<file path="config.mk">
export PLATFORM = sky130hd
export DESIGN_NAME = dmx_front
export DESIGN_NICKNAME = d
export VERILOG_FILES = /design/src/hw/rtl/dmx_universe_store_with_channel_mods_macros.svh /design/src/hw/rtl/dmx_pkg.sv /design/src/hw/rtl/dmx_front.sv
export SDC_FILE = /design/constraint.sdc
export NUM_CORES = 1
export LEC_CHECK = 0
export BUFFER_PORTS_ARGS = -buffer_cell sky130_fd_sc_hd__buf_4
export CAP_MARGIN = 20
export CORE_MARGIN = 1
export CORE_UTILIZATION = 40
export DETAILED_ROUTE_END_ITERATION = 8
export HOLD_SLACK_MARGIN = 0.02
export PLACE_DENSITY = 0.79
export SETUP_SLACK_MARGIN = 0.05
export SLEW_MARGIN = 40
export SYNTH_ARGS = -nofsm -noshare
export SYNTH_HDL_FRONTEND = slang
export SYNTH_SLANG_ARGS = --single-unit
export TNS_END_PERCENT = 100
</file>
<file path="constraint.sdc">
create_clock -name clk -period 3.4 [get_ports clk]
set_input_delay 0.17 -clock clk [delete_from_list [all_inputs] [get_ports clk]]
set_output_delay 0.17 -clock clk [all_outputs]
set_load 0.005 [all_outputs]
</file>
<file path="src/hw/rtl/dmx_universe_store_with_channel_mods_macros.svh">
// ----------------------------------------------------------------------------
// DMX node assertion macros
// Concurrent property wrappers, compiled out when SYNTH is set.
// ----------------------------------------------------------------------------
`ifndef DMX_UNIVERSE_STORE_WITH_CHANNEL_MODS_MACROS_SVH
`define DMX_UNIVERSE_STORE_WITH_CHANNEL_MODS_MACROS_SVH
`ifndef SYNTH
// same-cycle implication
`define DMX_ASSERT_IMP(name, clk, rst_n, ante, cons, msg) \
	name: assert property (@(posedge clk) disable iff (!rst_n) (ante) |-> (cons)) \
		else $error(msg);
// next-cycle implication
`define DMX_ASSERT_NXT(name, clk, rst_n, ante, cons, msg) \
	name: assert property (@(posedge clk) disable iff (!rst_n) (ante) |=> (cons)) \
		else $error(msg);
`else
`define DMX_ASSERT_IMP(name, clk, rst_n, ante, cons, msg)
`define DMX_ASSERT_NXT(name, clk, rst_n, ante, cons, msg)
`endif
`endif

</file>
<file path="src/hw/rtl/dmx_pkg.sv">
// ----------------------------------------------------------------------------
// DMX node package
// Shared types, codes and defaults of the DMX universe store.
// ----------------------------------------------------------------------------
package dmx_pkg;

	localparam int DEF_SLOTS    = 512;
	localparam int DEF_MAX_MODS = 16;
	localparam int CMDQ_DEPTH   = 2;

	typedef enum logic [2:0] {
		ACT_WRMOD = 3'd0,
		ACT_HDR   = 3'd1,
		ACT_BYTE  = 3'd2,
		ACT_TICK  = 3'd3,
		ACT_READ  = 3'd4
	} act_t;

	typedef enum logic [2:0] {
		OP_WRMOD,
		OP_HDR,
		OP_BYTE,
		OP_TICK,
		OP_READ,
		OP_NOP
	} cmd_op_t;

	typedef enum logic [2:0] {
		MOP_SET   = 3'd0,
		MOP_ADD   = 3'd1,
		MOP_SUB   = 3'd2,
		MOP_COPY  = 3'd3,
		MOP_ADDS  = 3'd4,
		MOP_SUBS  = 3'd5,
		MOP_NZADD = 3'd6,
		MOP_NZSUB = 3'd7
	} mop_t;

	typedef enum logic [2:0] {
		REG_UNIVERSE = 3'd0,
		REG_TIMEOUT  = 3'd1,
		REG_INTERVAL = 3'd2,
		REG_OUTEN    = 3'd3,
		REG_MODCNT   = 3'd4
	} reg_t;

	typedef enum logic [2:0] {
		ST_CLEAR,
		ST_IDLE,
		ST_READ,
		ST_MFETCH,
		ST_MLOAD,
		ST_MEXEC
	} exec_state_t;

	typedef struct packed {
		logic [14:0] universe;
		logic [15:0] timeout_ms;
		logic [9:0]  send_interval_ms;
		logic        output_enabled;
		logic [4:0]  mod_count;
	} cfg_t;

	typedef struct packed {
		cmd_op_t     op;
		logic        match;
		logic [9:0]  count;
		logic [7:0]  data;
		logic        slot_ok;
		logic [9:0]  slot;
		logic [3:0]  mslot;
		logic [9:0]  mtarget;
		logic [2:0]  mop;
		logic [9:0]  moperand;
	} cmd_t;

	typedef struct packed {
		logic [9:0] target;
		logic [2:0] op;
		logic [9:0] operand;
	} mod_entry_t;

	typedef struct packed {
		logic clearing;
		logic res_valid;
	} stat_t;

endpackage

</file>
<file path="src/hw/rtl/dmx_front.sv">
// ----------------------------------------------------------------------------
// DMX front end
// Accepts input beats, decodes the action and classifies the packet header.
// ----------------------------------------------------------------------------
module dmx_front import dmx_pkg::*; #(
	parameter int SLOTS = DEF_SLOTS
) (
	input  logic        clk,
	input  logic        arst_n,
	input  logic        push,
	output logic        full,
	input  logic [2:0]  action,
	input  logic [14:0] packet_universe,
	input  logic [9:0]  channel_count,
	input  logic [7:0]  data_byte,
	input  logic [9:0]  read_slot,
	input  logic [3:0]  mod_slot,
	input  logic [9:0]  mod_target,
	input  logic [2:0]  mod_op,
	input  logic [9:0]  mod_operand,
	input  logic [14:0] universe,
	output cmd_t        cmd,
	output logic        cmd_valid,
	input  logic        cmd_ready
);

	localparam logic [9:0] SLOTS_W = 10'(SLOTS);

	logic  valid_s1;
	cmd_t  cmd_s1;
	cmd_t  dec;
	logic  take;

	// decode one beat
	always_comb begin
		dec          = '0;
		dec.match    = (packet_universe == universe);
		dec.count    = (channel_count > SLOTS_W) ? SLOTS_W : channel_count;
		dec.data     = data_byte;
		dec.slot_ok  = (read_slot <= SLOTS_W);
		dec.slot     = read_slot;
		dec.mslot    = mod_slot;
		dec.mtarget  = mod_target;
		dec.mop      = mod_op;
		dec.moperand = mod_operand;
		unique case (act_t'(action))
			ACT_WRMOD: dec.op = OP_WRMOD;
			ACT_HDR:   dec.op = OP_HDR;
			ACT_BYTE:  dec.op = OP_BYTE;
			ACT_TICK:  dec.op = OP_TICK;
			ACT_READ:  dec.op = OP_READ;
			default:   dec.op = OP_NOP;
		endcase
	end

	assign full      = valid_s1 && !cmd_ready;
	assign take      = push && !full;
	assign cmd_valid = valid_s1;
	assign cmd       = cmd_s1;

	// hold the decoded beat until the queue takes it
	always_ff @(posedge clk or negedge arst_n) begin
		if (!arst_n) begin
			valid_s1 <= 1'b0;
		end else if (take) begin
			valid_s1 <= 1'b1;
		end else if (cmd_ready) begin
			valid_s1 <= 1'b0;
		end
	end

	always_ff @(posedge clk) begin
		if (take) begin
			cmd_s1 <= dec;
		end
	end

endmodule

</file>
# ---- Yosys cells after proc, flatten, opt, wreduce, memory -nomap -nowiden
# Cells that the tools add are included.
dict set report op_classes {
  n_lt_le_gt_ge 2
  eq_ne 5
  n_mux 3
  reduce_logical 6
}
# op n
set ops {}
lappend ops {{== test 15 bit} 1}
lappend ops {{one-hot mux 3 bit (5 select lines)} 1}
lappend ops {{> comparator 10 bit (second input constant)} 1}
lappend ops {{less-or-equal comparator 10 bit (second input constant)} 1}
lappend ops {{== test 3 x 2 -> 1 bit (second input constant)} 2}
lappend ops {{== test 3 x 1 -> 1 bit (second input constant)} 1}
lappend ops {{== test 3 bit (second input constant)} 1}
lappend ops {{logical NOT 3 bit} 1}
lappend ops {{logical AND 1 bit} 2}
lappend ops {{logical NOT 1 bit} 2}
lappend ops {{two-way mux 1 bit} 2}
lappend ops {{nonzero test 2 bit} 1}
dict set report totals {
  reg_bits 61
  output_inout_bits 62
  word_cells 27
}

# ---- Longest topological paths before layout
dict set report depth {
  depth_word 5
  mapped_depth 3
  mapped_depth_nobuf 3
}

# ---- Least setup slack after synthesis
# Ideal clock, no wire load.
dict set report synth_timing {
  path_kind {register -> register}
  startpoint {register valid_s1 (netlist: cmd_valid)}
  endpoint {register cmd_s1 (netlist bit cmd[0]), enable pin}
  setup_time_ns 0.424
  arrival_ns 1.911
  t_required_ns 2.976
  setup_slack_ns 1.065
  stages_incl_launch_ff 3
  n_path_buf 0
  period_less_slack_ns 2.335
  cell_sequence {dfrtp_1 > nand2b_1 > and2_1}
}
dict set report synth_between {
  elab_chain_len 3
}
# item line_no
set synth_lines {}
lappend synth_lines {{from (decl)} dmx_front.sv:29} ;# logic valid_s1;
lappend synth_lines {{from (signal assigned)} dmx_front.sv:64} ;# valid_s1 <= 1'b0;
lappend synth_lines {{from (signal assigned)} dmx_front.sv:66} ;# valid_s1 <= 1'b1;
lappend synth_lines {{from (signal assigned)} dmx_front.sv:68} ;# valid_s1 <= 1'b0;
lappend synth_lines {{logical AND 1 bit} dmx_front.sv:56} ;# assign full = valid_s1 && !cmd_ready;
lappend synth_lines {{logical NOT 1 bit} dmx_front.sv:57} ;# assign take = push && !full;
lappend synth_lines {{logical AND 1 bit} dmx_front.sv:57}
lappend synth_lines {{named net take} dmx_front.sv:32} ;# logic take;
lappend synth_lines {{to (signal assigned)} dmx_front.sv:74} ;# cmd_s1 <= dec;
lappend synth_lines {{to (decl)} dmx_front.sv:30} ;# cmd_t cmd_s1;
# The timed path passes the listed nets, and every way through them passes these cells.
# A chain may end at the register's enable or synchronous reset.

# ---- Worst setup path after layout
dict set report layout_timing {
  startpoint {register valid_s1 (netlist: cmd_valid)}
  endpoint {register cmd_s1 (netlist bit cmd[44]), enable pin}
}
# Same word-level chain as after synthesis.

==> results.sh <==
export IMPL_status="completed"
export IMPL_power_frac_seq=0.517
export IMPL_place_congestion=0.716
export IMPL_cts_buffers=9
export IMPL_finalWorstSetupSlack_ns=1.78
export IMPL_yosysWarnings=0
export IMPL_drc=0
export IMPL_cap_violations=0
export IMPL_ys_seq_area_frac=0.850
export IMPL_grt_pass1_vias=1697
export IMPL_dr_pass1_iters=4
export IMPL_fin_tns_setup_ns=0
export IMPL_worst_hold_slack_ns=0.0438
export IMPL_fillers=331
export IMPL_vdd_drop_max_mv=0.286
export IMPL_async_reset_ff_frac=0.0164
export IMPL_ant_nets=0
export IMPL_min_delay_start="read_slot[5]"
export IMPL_cts_tree="done"
export IMPL_path_clk_slew_ns=0.06
export IMPL_layout_drive_gt1_share=0.545
export IMPL_grt_pass1_wl_um=8290
export IMPL_hold_path_class="primary input to flip-flop"
export IMPL_p_leak_nw=1.67
export IMPL_cts_max_path_buffers=2
export IMPL_drt_total_wl_um=6330
export IMPL_min_period_ns=1.62
export IMPL_die_w_um=75.3
export IMPL_die_h_um=75.3
export IMPL_rsz0062_at_grt="no"
export IMPL_synthFlopType="edfxtp_1"
export IMPL_syn_inst=107
export IMPL_pwr_share_comb=0.142
export IMPL_clkLatencyLatePin_ns=0.32
export IMPL_wire_per_inst_um=16.6
export IMPL_antenna_found_initial=0
export IMPL_ys_ff_latch=61
export IMPL_syn2layout_area_growth_pct=83.6
export IMPL_endpoint_kind="flip-flop"
export IMPL_grt_max_degree=61
export IMPL_finalNetCount=400
export IMPL_grt_overflow=0
export IMPL_io_pins=154
export IMPL_placed_cell_area_mm2=0.00339
export IMPL_rows=26
export IMPL_start_util=0.418
export IMPL_slew_violations=0
export IMPL_diodes=0
export IMPL_p_switching_mw=0.361
export IMPL_setup_viol=0
export IMPL_vias=1735
export IMPL_netlist_cell_type_count=18
export IMPL_synth_edff_count=60
export IMPL_internal_power_mw=1.36
export IMPL_switching_share=0.210
export IMPL_drtIter0Drc=93
export IMPL_max_freq_mhz=618
export IMPL_worst_pin_slew_ns=0.735
export IMPL_cts_root_buffer="clkbuf_8"
export IMPL_clock_skew_ns=0.0129
export IMPL_cts_sinks=61
export IMPL_layout_commonest_cell="buf_4"
export IMPL_netlist_area_mm2=0.00215
export IMPL_critPathKind="flip-flop to flip-flop"
export IMPL_dp_cells=329
export IMPL_min_period_over_period=0.476
export IMPL_mostFrequentLayoutCells="buf_4, edfxtp_1, dlygate4sd3_1"
export IMPL_portBuffers=153
export IMPL_p_clk_frac=0.341
export IMPL_start_kind="flip-flop"
export IMPL_final_hold_viol_count=0
export IMPL_final_cells=382
export IMPL_dp_slack_ns=1.79
export IMPL_syn_avg_cell_area_um2=20.1
export IMPL_cts_resized=0
export IMPL_syn_num_nets=199
export IMPL_drt_vias_per_instance=4.54
export IMPL_final_area_mm2=0.00395
export IMPL_r2r_start="cmd_valid"
export IMPL_critPathArrivalTime_ns=1.56
export IMPL_design_core_area_mm2=0.00514
export IMPL_die_area_mm2=0.00567
export IMPL_crit_required_ns=3.34
export IMPL_cp_max_fo=60
export IMPL_relSlewSlack=0.510
export IMPL_grt_usage=0.216
export IMPL_worstSetupStartpoint="cmd_valid"
export IMPL_p_per_area_mw_per_mm2=437
export IMPL_htreeDepth=3
## cell usage after synthesis (2+ instances only)
cell       n  area (um^2)
inv_1      2         7.51
nand4_1    3         18.8
xnor2_1   15          131
edfxtp_1  60         1800
nand2b_1   2         12.5
nor2_1     2         7.51
nor2b_1   10         62.6
nor4_1     2         12.5
clkbuf_1   2         7.51
## what timing repair did
item                       in CTS  in global routing
setup endpoints to repair       0                  0
buffers inserted                0                  0
hold buffers                   37                  1
hold endpoints to repair       37                  1
## sequential cells by signal, summed over array words and instances (netlist names)
| name | flops |
|---|---|
| cmd_valid | 1 |
| cmd | 60 |
## per-stage QoR
stage / utilization / total power [mW]
2_1_floorplan: - / 0.951
3_3_place_gp: 0.659 / 1.10
3_5_place_dp: 0.659 / 1.11
4_1_cts: 0.766 / 1.72
5_1_grt: 0.768 / 1.78
6_report: 0.768 / 1.72
## cell type report
type,instances,area [um^2],share of cell area
tap,70,87.6,0.0222
sequential,61,1830,0.463
multi-input combinational,42,309,0.0783
inverter,2,7.51,0.00190
clock buffer,9,124,0.0314
clock inverter,6,55.1,0.0140
timing repair buffer,192,1540,0.389
## logic make-up after synthesis
logic type / Yosys count / share of synthesized area
AND/OR/NAND/NOR: 24 / 0.0681
buffers and inverters: 4 / 0.00699
flip-flops: 61 / 0.850
AO/OA/AOI/OAI: 3 / 0.0140
XOR/XNOR: 15 / 0.0611
## critical path, cell delays in order (launching register included)
cell	delay (ns)
dfrtp_1	0.39
nand2b_1	0.11
and2_2	0.15
buf_4	0.57
## worst paths after layout
kind	end	depth (start not counted)	slack (ns)
min in group asynchronous	cmd_valid	2	0.19
max reg2reg	cmd[44]	3	1.78
min reg2reg	cmd_valid	2	0.58
max in group asynchronous	cmd_valid	2	3.13
max	cmd[44]	3	1.78
min	cmd[32]	1	0.04
## power groups by stage
stage	Clock, mW	Combinational [mW]	Sequential (mW)
2_1_floorplan	0	0.0404	0.910
3_3_place_gp	0	0.199	0.902
3_5_place_dp	0	0.205	0.905
4_1_cts	0.592	0.241	0.889
5_1_grt	0.626	0.263	0.893
6_report	0.588	0.245	0.890
## routing by layer
| metal | share of wire | track usage |
|---|---|---|
| met4 | 0.030 | 0.134 |
| met2 | 0.54 | 0.402 |
| met3 | 0.10 | 0.0714 |
| met1 | 0.33 | 0.204 |
| met5 | 0 | 0 |
(Power assumes the default switching activity.)
