<file path="config.mk">
export PLATFORM = sky130hd
export DESIGN_NAME = dmx_cmdq
export DESIGN_NICKNAME = d
export VERILOG_FILES = /design/src/hw/rtl/dmx_universe_store_with_channel_mods_macros.svh /design/src/hw/rtl/dmx_pkg.sv /design/src/hw/rtl/dmx_cmdq.sv
export SDC_FILE = /design/constraint.sdc
export NUM_CORES = 1
export LEC_CHECK = 0
export BUFFER_PORTS_ARGS = -buffer_cell sky130_fd_sc_hd__buf_4
export CORE_ASPECT_RATIO = 2
export CORE_MARGIN = 2
export CORE_UTILIZATION = 30
export CTS_CLUSTER_DIAMETER = 200
export CTS_CLUSTER_SIZE = 8
export DETAILED_ROUTE_END_ITERATION = 12
export PLACE_DENSITY = 0.55
export SLEW_MARGIN = 25
export SYNTH_ARGS = -nofsm -noshare
export SYNTH_HDL_FRONTEND = slang
export SYNTH_SLANG_ARGS = --single-unit
</file>
<file path="constraint.sdc">
create_clock -name clk -period 4.1 [get_ports clk]
set_clock_uncertainty 0.05 [all_clocks]
set_input_delay 0.615 -clock clk [delete_from_list [all_inputs] [get_ports clk]]
set_output_delay 0.615 -clock clk [all_outputs]
set_load 0.005 [all_outputs]
</file>
<file path="src/hw/rtl/dmx_universe_store_with_channel_mods_macros.svh">
// ----------------------------------------------------------------------------
// DMX node assertion macros
// Concurrent property wrappers, compiled out when SYNTH is set.
// ----------------------------------------------------------------------------
`ifndef DMX_UNIVERSE_STORE_WITH_CHANNEL_MODS_MACROS_SVH
`define DMX_UNIVERSE_STORE_WITH_CHANNEL_MODS_MACROS_SVH
`ifndef SYNTH
// same-cycle implication
`define DMX_ASSERT_IMP(name, clk, rst_n, ante, cons, msg) \
	name: assert property (@(posedge clk) disable iff (!rst_n) (ante) |-> (cons)) \
		else $error(msg);
// next-cycle implication
`define DMX_ASSERT_NXT(name, clk, rst_n, ante, cons, msg) \
	name: assert property (@(posedge clk) disable iff (!rst_n) (ante) |=> (cons)) \
		else $error(msg);
`else
`define DMX_ASSERT_IMP(name, clk, rst_n, ante, cons, msg)
`define DMX_ASSERT_NXT(name, clk, rst_n, ante, cons, msg)
`endif
`endif

</file>
<file path="src/hw/rtl/dmx_pkg.sv">
// ----------------------------------------------------------------------------
// DMX node package
// Shared types, codes and defaults of the DMX universe store.
// ----------------------------------------------------------------------------
package dmx_pkg;

	localparam int DEF_SLOTS    = 512;
	localparam int DEF_MAX_MODS = 16;
	localparam int CMDQ_DEPTH   = 2;

	typedef enum logic [2:0] {
		ACT_WRMOD = 3'd0,
		ACT_HDR   = 3'd1,
		ACT_BYTE  = 3'd2,
		ACT_TICK  = 3'd3,
		ACT_READ  = 3'd4
	} act_t;

	typedef enum logic [2:0] {
		OP_WRMOD,
		OP_HDR,
		OP_BYTE,
		OP_TICK,
		OP_READ,
		OP_NOP
	} cmd_op_t;

	typedef enum logic [2:0] {
		MOP_SET   = 3'd0,
		MOP_ADD   = 3'd1,
		MOP_SUB   = 3'd2,
		MOP_COPY  = 3'd3,
		MOP_ADDS  = 3'd4,
		MOP_SUBS  = 3'd5,
		MOP_NZADD = 3'd6,
		MOP_NZSUB = 3'd7
	} mop_t;

	typedef enum logic [2:0] {
		REG_UNIVERSE = 3'd0,
		REG_TIMEOUT  = 3'd1,
		REG_INTERVAL = 3'd2,
		REG_OUTEN    = 3'd3,
		REG_MODCNT   = 3'd4
	} reg_t;

	typedef enum logic [2:0] {
		ST_CLEAR,
		ST_IDLE,
		ST_READ,
		ST_MFETCH,
		ST_MLOAD,
		ST_MEXEC
	} exec_state_t;

	typedef struct packed {
		logic [14:0] universe;
		logic [15:0] timeout_ms;
		logic [9:0]  send_interval_ms;
		logic        output_enabled;
		logic [4:0]  mod_count;
	} cfg_t;

	typedef struct packed {
		cmd_op_t     op;
		logic        match;
		logic [9:0]  count;
		logic [7:0]  data;
		logic        slot_ok;
		logic [9:0]  slot;
		logic [3:0]  mslot;
		logic [9:0]  mtarget;
		logic [2:0]  mop;
		logic [9:0]  moperand;
	} cmd_t;

	typedef struct packed {
		logic [9:0] target;
		logic [2:0] op;
		logic [9:0] operand;
	} mod_entry_t;

	typedef struct packed {
		logic clearing;
		logic res_valid;
	} stat_t;

endpackage

</file>
<file path="src/hw/rtl/dmx_cmdq.sv">
// ----------------------------------------------------------------------------
// DMX command queue
// Short queue between the front end and the executor.
// ----------------------------------------------------------------------------
module dmx_cmdq import dmx_pkg::*; (
	input  logic clk,
	input  logic arst_n,
	input  cmd_t wr_cmd,
	input  logic wr_valid,
	output logic wr_ready,
	output cmd_t rd_cmd,
	output logic rd_valid,
	input  logic rd_take
);

	localparam int PW = (CMDQ_DEPTH > 1) ? $clog2(CMDQ_DEPTH) : 1;
	localparam int CW = $clog2(CMDQ_DEPTH + 1);
	localparam logic [CW-1:0] DEPTH_W = CW'(CMDQ_DEPTH);
	localparam logic [PW-1:0] LAST_W  = PW'(CMDQ_DEPTH - 1);

	cmd_t          buf_q [CMDQ_DEPTH];
	logic [PW-1:0] wp_q;
	logic [PW-1:0] rp_q;
	logic [CW-1:0] cnt_q;
	logic          wr;
	logic          rd;

	assign wr_ready = (cnt_q != DEPTH_W);
	assign rd_valid = (cnt_q != '0);
	assign rd_cmd   = buf_q[rp_q];
	assign wr       = wr_valid && wr_ready;
	assign rd       = rd_take && rd_valid;

	// advance pointers and fill count
	always_ff @(posedge clk or negedge arst_n) begin
		if (!arst_n) begin
			wp_q  <= '0;
			rp_q  <= '0;
			cnt_q <= '0;
		end else begin
			if (wr) begin
				wp_q <= (wp_q == LAST_W) ? '0 : wp_q + 1'b1;
			end
			if (rd) begin
				rp_q <= (rp_q == LAST_W) ? '0 : rp_q + 1'b1;
			end
			if (wr && !rd) begin
				cnt_q <= cnt_q + 1'b1;
			end else if (rd && !wr) begin
				cnt_q <= cnt_q - 1'b1;
			end
		end
	end

	always_ff @(posedge clk) begin
		if (wr) begin
			buf_q[wp_q] <= wr_cmd;
		end
	end

endmodule

</file>
# Yosys cells after proc, flatten, opt, wreduce, memory -nomap -nowiden
# Memories as Yosys holds them, arrays and structs flattened.
# Index checks and enable logic that the tools add are counted.
# W data, S select, Z words.
[op_classes]
add_sub_neg = 4
eq_ne = 1
n_mux = 6
n_reduce_logical = 8
[op_table]
columns = ["op", "count"]
rows = [
  ["$logic_and A1 B1 Y1", 4],
  ["$mux W1", 4],
  ["$mux W2", 2],
  ["$reduce_bool A2 Y1", 2],
  ["$add A1 B1 Y1 const B", 2],
  ["$add A2 B1 Y2 const B", 1],
  ["$logic_not A1 Y1", 2],
  ["$ne A2 B2 Y1 const B", 1],
  ["$sub A2 B1 Y2 const B", 1],
]
[word_totals]
reg_bits = 4
ramBits = 120
inputBits = 64
out_inout_bits = 62
wordCells = 23
memories = 1
[memory_table]
columns = ["name", "words", "word_bits", "read_ports", "rd_clocked_by_memory_dff", "write_ports", "line_no", "text"]
rows = [
  ["buf_q", 2, 60, 1, 0, 1, "dmx_cmdq.sv:21", "cmd_t buf_q [CMDQ_DEPTH];"],
]

# Longest topological paths before layout
# Gate-level depths: netlist (run 1).
[logic_depth]
ltp_word = 6
depth_mapped = 7

# Worst setup path after synthesis (run 1)
# OpenSTA, ideal clock, no wires.
[synth_timing]
path_kind = "input port to flip-flop"
from = "input wr_valid"
to = "memory buf_q[0][0] (netlist name), enable pin"
setup_ns = 0.478
t_arrival_ns = 3.215
t_required_ns = 3.572
setup_slack_ns = 0.357
stages = 2
path_buffers = 0
cell_sequence = "nand2_1 nor2_1"
[synth_via]
elab_chain_cells = 3
[synth_rtl]
columns = ["element", "line_no", "text"]
rows = [
  ["from (decl)", "dmx_cmdq.sv:9", "input logic wr_valid,"],
  ["$logic_and A1 B1 Y1", "dmx_cmdq.sv:31", "assign wr = wr_valid && wr_ready;"],
  ["$mux W1", "dmx_cmdq.sv:56", "if (wr) begin"],
  ["$mux W1 (implied by the code)", "dmx_cmdq.sv:57", "buf_q[wp_q] <= wr_cmd;"],
  ["to (decl)", "dmx_cmdq.sv:21", ""],
]
# Every way passes these cells.

==> results of run 1 <==
-- cells by family (layout without fill, tap and decap cells) --
kind of cell	after synthesis	after routing	share of synthesized area
xor gates and xnor gates	5	5	0.009076
adders and majority gates	1	1	0.002592
buffers and inverters	8	164	0.02800
DFF	124	124	0.7674
muxes	60	60	0.1859
other	0	1	0
and+or+nand+nor	7	7	0.007004
-- metal layers --
layer | up-vias | track usage | share of wire
li1 | 1097 | - | -
met2 | 71 | 0.2111 | 0.59
met1 | 1128 | 0.1077 | 0.33
met3 | 20 | 0.03328 | 0.042
met5 | - | 0 | 0
met4 | 0 | 0.06783 | 0.035
-- state kept, by name, indices dropped and copies added (netlist names) --
| name | flops |
|---|---|
| buf_q | 120 |
| cnt_q | 2 |
| rp_q | 1 |
| wp_q | 1 |
-- per-stage QoR --
step	cells	total power [mW]	hold WS, ns
after global placement	529	3.350	0.3661
after floorplan	205	2.815	0.2694
after detailed placement	529	3.371	0.3678
after CTS	562	4.863	0.3190
final	563	4.778	0.3408
after global routing	563	5.026	0.3192
-- power by group through the flow --
| stage | clock [mW] | combinational [mW] | sequential (mW) |
|---|---|---|---|
| after floorplan | 0 | 0.978 | 1.84 |
| after CTS | 1.51 | 1.38 | 1.97 |
| after global routing | 1.58 | 1.46 | 1.99 |
| after global placement | 0 | 1.37 | 1.98 |
| after detailed placement | 0 | 1.38 | 1.99 |
| final | 1.48 | 1.34 | 1.96 |
-- what timing repair did --
action	4_1_cts	5_1_grt
setup buffers	0	0
gates resized for setup	0	0
hold buffers	1	0
hold endpoints to repair	4	0
setup endpoints to repair	0	0
-- final timing paths --
check	to	cells past startpoint	slack (ns)	from
hold reg to reg	cnt_q[1]$_DFFE_PN0P_	1	0.45	cnt_q[1]$_DFFE_PN0P_
max in group asynchronous	rp_q$_DFFE_PN0P_	2	3.39	arst_n
setup / recovery	rd_cmd[34]	3	1.13	rp_q$_DFFE_PN0P_
hold / removal	buf_q[1][25]$_DFFE_PP_	1	0.34	wr_cmd[25]
min in group asynchronous	rp_q$_DFFE_PN0P_	2	0.50	arst_n
setup reg to reg	buf_q[1][8]$_DFFE_PP_	3	2.07	cnt_q[0]$_DFFE_PN0P_
-- synth_stat cells (all sizes together) --
master,number,area (um2)
edfxtp,120,3603
nand2,2,7.510
xnor2,3,26.28
inv,1,3.750
mux2,60,897.1
nand2b,1,6.260
or2,1,6.260
and3,1,6.260
nor2,2,7.510
xor2,2,17.52
dfrtp,4,100.1
buf,7,131.4
ha,1,12.51
-- layout make-up --
type / instances / area, um2
clock buffer: 17 / 425.4
clock inverter: 15 / 172.7
inverter: 1 / 3.754
antenna: 1 / 2.502
timing repair buffer: 131 / 985.9
fill: 1465 / 9233
sequential: 124 / 3707
tap: 201 / 251.5
multi-input combinational: 73 / 996.0
==> impl_metrics.env, run 1 <==
export IMPL_synth_cells=205
export IMPL_period_share=0.7234
export IMPL_worstSetupEndpointType="output port"
export IMPL_dieArea_um2=17180
export IMPL_fmax_mhz=337.1
export IMPL_cts_buffer_depth=2
export IMPL_synthesis_nets=270
export IMPL_final_cell_mix="130 x buf_4, 120 x edfxtp_1, 59 x mux2_4"
export IMPL_worstPathArrival_ns=2.30
export IMPL_tightest_slew_ns=0.9749
export IMPL_h_tree_depth=4
export IMPL_post_place_ws_ns=1.508
export IMPL_finalCriticalPeriod_ns=2.966
export IMPL_path_cells="buf_4, mux2_4, buf_4"
export IMPL_fin_ws_ns=1.134
export IMPL_portBuffers=125
export IMPL_grtUsageTotal=0.1143
export IMPL_area_growth_pct=35.62
export IMPL_drv_slew=0
export IMPL_synth_area_per_cell_um2=23.54
export IMPL_ys_warn_count=0
export IMPL_dieHeight_um=183.4
export IMPL_path_buf_inv=2
export IMPL_yosys_register_bits=124
export IMPL_crit_slowest_cell="dfrtp_4"
export IMPL_vias=2316
export IMPL_finalWirelength_um=9455
export IMPL_drt_first_pass_iters=4
export IMPL_status="complete, no violations"
export IMPL_dp_hpwl_um=6568
export IMPL_cts_buffers=17
export IMPL_final_util=0.4148
export IMPL_pin_count=126
export IMPL_swShare=0.2564
export IMPL_initial_core_util=0.3059
export IMPL_crit_family="flip-flops"
export IMPL_p_per_area_nw_per_um2=730.0
export IMPL_final_area_um2=6545
export IMPL_crit_type="flip-flop to output port"
export IMPL_clockPowerShare=0.309
export IMPL_fp_dieW_um=93.69
export IMPL_gp_congestion=0.7276
export IMPL_nets=413
export IMPL_rsz0062_at_grt="no"
export IMPL_layout_commonest_cell="buf_4"
export IMPL_hp_class="input pin to flip-flop"
export IMPL_placed_area_um2=5934
export IMPL_seq_power_share=0.409
export IMPL_cts_num_sinks=124
export IMPL_antenna_found_initial=1
export IMPL_viasPerCell=4.114
export IMPL_drc=0
export IMPL_crit_path_start_kind="flip-flop"
export IMPL_relSlewSlack=0.3501
export IMPL_crit_top_cell="buf_4"
export IMPL_ir_drop_mv=0.3404
export IMPL_ys_types=15
export IMPL_max_stage_delay_ns=1.04
export IMPL_grt_overflow_total=0
export IMPL_drive_gt1_frac=0.6177
export IMPL_p_sw_mw=1.225
export IMPL_pwr_share_comb=0.281
export IMPL_ant_nets=0
export IMPL_tns_ns=0
export IMPL_netlist_area_um2=4826
export IMPL_core_area_um2=15780
export IMPL_ys_seq_area_frac=0.7674
export IMPL_core_rowCount=65
export IMPL_root_buffer="clkbuf_16"
export IMPL_grt_max_degree=51
export IMPL_power_leakage_nw=2.609
export IMPL_wire_per_inst_um=16.79
export IMPL_grt_pass1_wl_um=13790
export IMPL_clk_latency_ns=0.40
export IMPL_tritoncts="yes"
export IMPL_clkTransAtPathRegs_ns=0.06
export IMPL_hold_viol_final=0
export IMPL_worstPathRequired_ns=3.43
export IMPL_dr_first_iter_drc_count=111
export IMPL_setup_viol=0
export IMPL_first_global_vias=2481
export IMPL_drv_cap=0
export IMPL_p_int_mw=3.553
export IMPL_crit_fanout=50
(Power assumes the default switching activity.)
==> inputs of run 2 (changes only) <==
- clock period: 4.1 -> 3.1 ns (I/O delays scaled with it)
==> run 2 against run 1 <==
Effect of this change: via count up 0.78%; first-iteration DRC count decreased by 21%; sequential power is 27% higher; largest power group unchanged.
==> impl_metrics.env, run 2 (synthesis results as in run 1) <==
export IMPL_status="complete, no violations"
export IMPL_setup_viol=0
export IMPL_dp_cells=529
export IMPL_n_antenna_cell=0
export IMPL_path_cells="buf_4, mux2_4, buf_4"
export IMPL_dp_hpwl_um=6697
export IMPL_wl_met1_um=2813
export IMPL_tightest_slew_ns=0.5502
export IMPL_worstPathArrival_ns=1.95
export IMPL_largest_registers="buf_q: 120 flops, cnt_q: 2 flops"
export IMPL_tns_ns=0
export IMPL_portBuffers=125
export IMPL_crit_top_cell="buf_4"
export IMPL_antenna_found_initial=0
export IMPL_dr_first_iter_drc_count=88
export IMPL_regMostFlops="buf_q"
export IMPL_h_tree_depth=4
export IMPL_rsz0062_at_grt="no"
export IMPL_cts_num_sinks=124
export IMPL_ir_drop_mv=0.5019
export IMPL_fp_dieW_um=93.69
export IMPL_crit_path_start_kind="flip-flop"
export IMPL_core_rowCount=65
export IMPL_nFillCells=1459
export IMPL_cts_hold_fix_buffers=1
export IMPL_dieArea_um2=17180
export IMPL_worstPathRequired_ns=2.58
export IMPL_drv_cap=0
export IMPL_cts_setup_buffers=0
export IMPL_route_met3_wl_um=504
export IMPL_power_leakage_nw=2.636
export IMPL_initial_core_util=0.3059
export IMPL_pin_count=126
export IMPL_placed_area_um2=5959
export IMPL_grt_overflow_total=0
export IMPL_cts_buffer_depth=2
export IMPL_crit_type="flip-flop to output port"
export IMPL_grt_pass1_wl_um=14270
export IMPL_drt_first_pass_iters=4
export IMPL_crit_fanout=22
export IMPL_finalWirelength_um=9778
export IMPL_tritoncts="yes"
export IMPL_largest_register_ffs=120
export IMPL_clk_latency_ns=0.41
export IMPL_drc=0
export IMPL_drive_gt1_frac=0.6205
export IMPL_post_place_ws_ns=1.019
export IMPL_finalCriticalPeriod_ns=2.464
export IMPL_relSlewSlack=0.6323
export IMPL_gp_congestion=0.6854
export IMPL_area_growth_pct=36.84
export IMPL_wire_per_inst_um=17.40
export IMPL_first_global_vias=2572
export IMPL_final_area_um2=6604
export IMPL_nets=413
export IMPL_hold_viol_final=0
export IMPL_layout_commonest_cell="buf_4"
export IMPL_ant_nets=0
export IMPL_top_layer="met4"
export IMPL_clkTransAtPathRegs_ns=0.06
export IMPL_fmax_mhz=405.8
export IMPL_hold_ws_ns=0.1842
export IMPL_grt_max_degree=46
export IMPL_worstSetupEndpointType="output port"
export IMPL_dieHeight_um=183.4
export IMPL_core_area_um2=15780
export IMPL_grtUsageTotal=0.1202
export IMPL_root_buffer="clkbuf_16"
export IMPL_ctsResizeCount=0
export IMPL_fin_ws_ns=0.6355
export IMPL_drv_slew=0
export IMPL_instances_no_fill=562
export IMPL_crit_slowest_cell="dfrtp_4"
export IMPL_cts_buffers=17
export IMPL_final_cell_mix="128 x buf_4, 120 x edfxtp_1, 59 x mux2_4"
export IMPL_vias=2334
export IMPL_viasPerCell=4.153
export IMPL_wl_met2_um=6184
export IMPL_max_stage_delay_ns=0.70
export IMPL_p_per_area_nw_per_um2=982.4
export IMPL_period_share=0.7950
export IMPL_hp_class="input pin to flip-flop"
[run 2: final timing paths]
path                                           start                      to  slack [ns]  depth (start not counted)
max in group asynchronous                     arst_n        rp_q$_DFFE_PN0P_        2.55                          2
worst min register to register  cnt_q[1]$_DFFE_PN0P_    cnt_q[1]$_DFFE_PN0P_        0.45                          1
worst max register to register  cnt_q[0]$_DFFE_PN0P_  buf_q[0][57]$_DFFE_PP_        1.20                          4
worst min-delay path                      wr_cmd[37]  buf_q[0][37]$_DFFE_PP_        0.18                          1
min in group asynchronous                     arst_n    cnt_q[1]$_DFFE_PN0P_        0.33                          2
worst max-delay path                rp_q$_DFFE_PN0P_              rd_cmd[19]        0.64                          3
[run 2: worst max-delay path: cells and delay by family, from the launching register on]
family,cells,cell delay [ns]
buf+inv,2,0.49
mux,1,0.33
flops,1,0.70
[run 2: area by class of cell]
cell class	count	area (um2)	area share
inverters	1	3.754	0.0005684
multi-input cells	73	996.0	0.1508
clock buffers	19	442.9	0.06707
clock inverters	13	191.4	0.02899
well taps	201	251.5	0.03808
repair buffers	131	1011	0.1531
flip-flops and latches	124	3707	0.5614
[run 2: power by group]
| group | internal (mW) | switching [mW] |
|---|---|---|
| registers | 2.30 | 0.191 |
| clock network | 1.37 | 0.714 |
| logic | 1.15 | 0.757 |
[run 2: through the flow]
step,utilization,power [mW]
2_1_floorplan,-,3.717
6_report,0.4186,6.488
3_3_place_gp,0.3777,4.456
3_5_place_dp,0.3777,4.496
5_1_grt,0.4186,6.796
4_1_cts,0.4186,6.612
[run 2: layer usage]
| layer | GRT usage | up-vias |
|---|---|---|
| li1 | - | 1089 |
| met1 | 0.09444 | 1155 |
| met2 | 0.2377 | 74 |
| met3 | 0.04067 | 16 |
| met4 | 0.07130 | 0 |
| met5 | 0 | - |
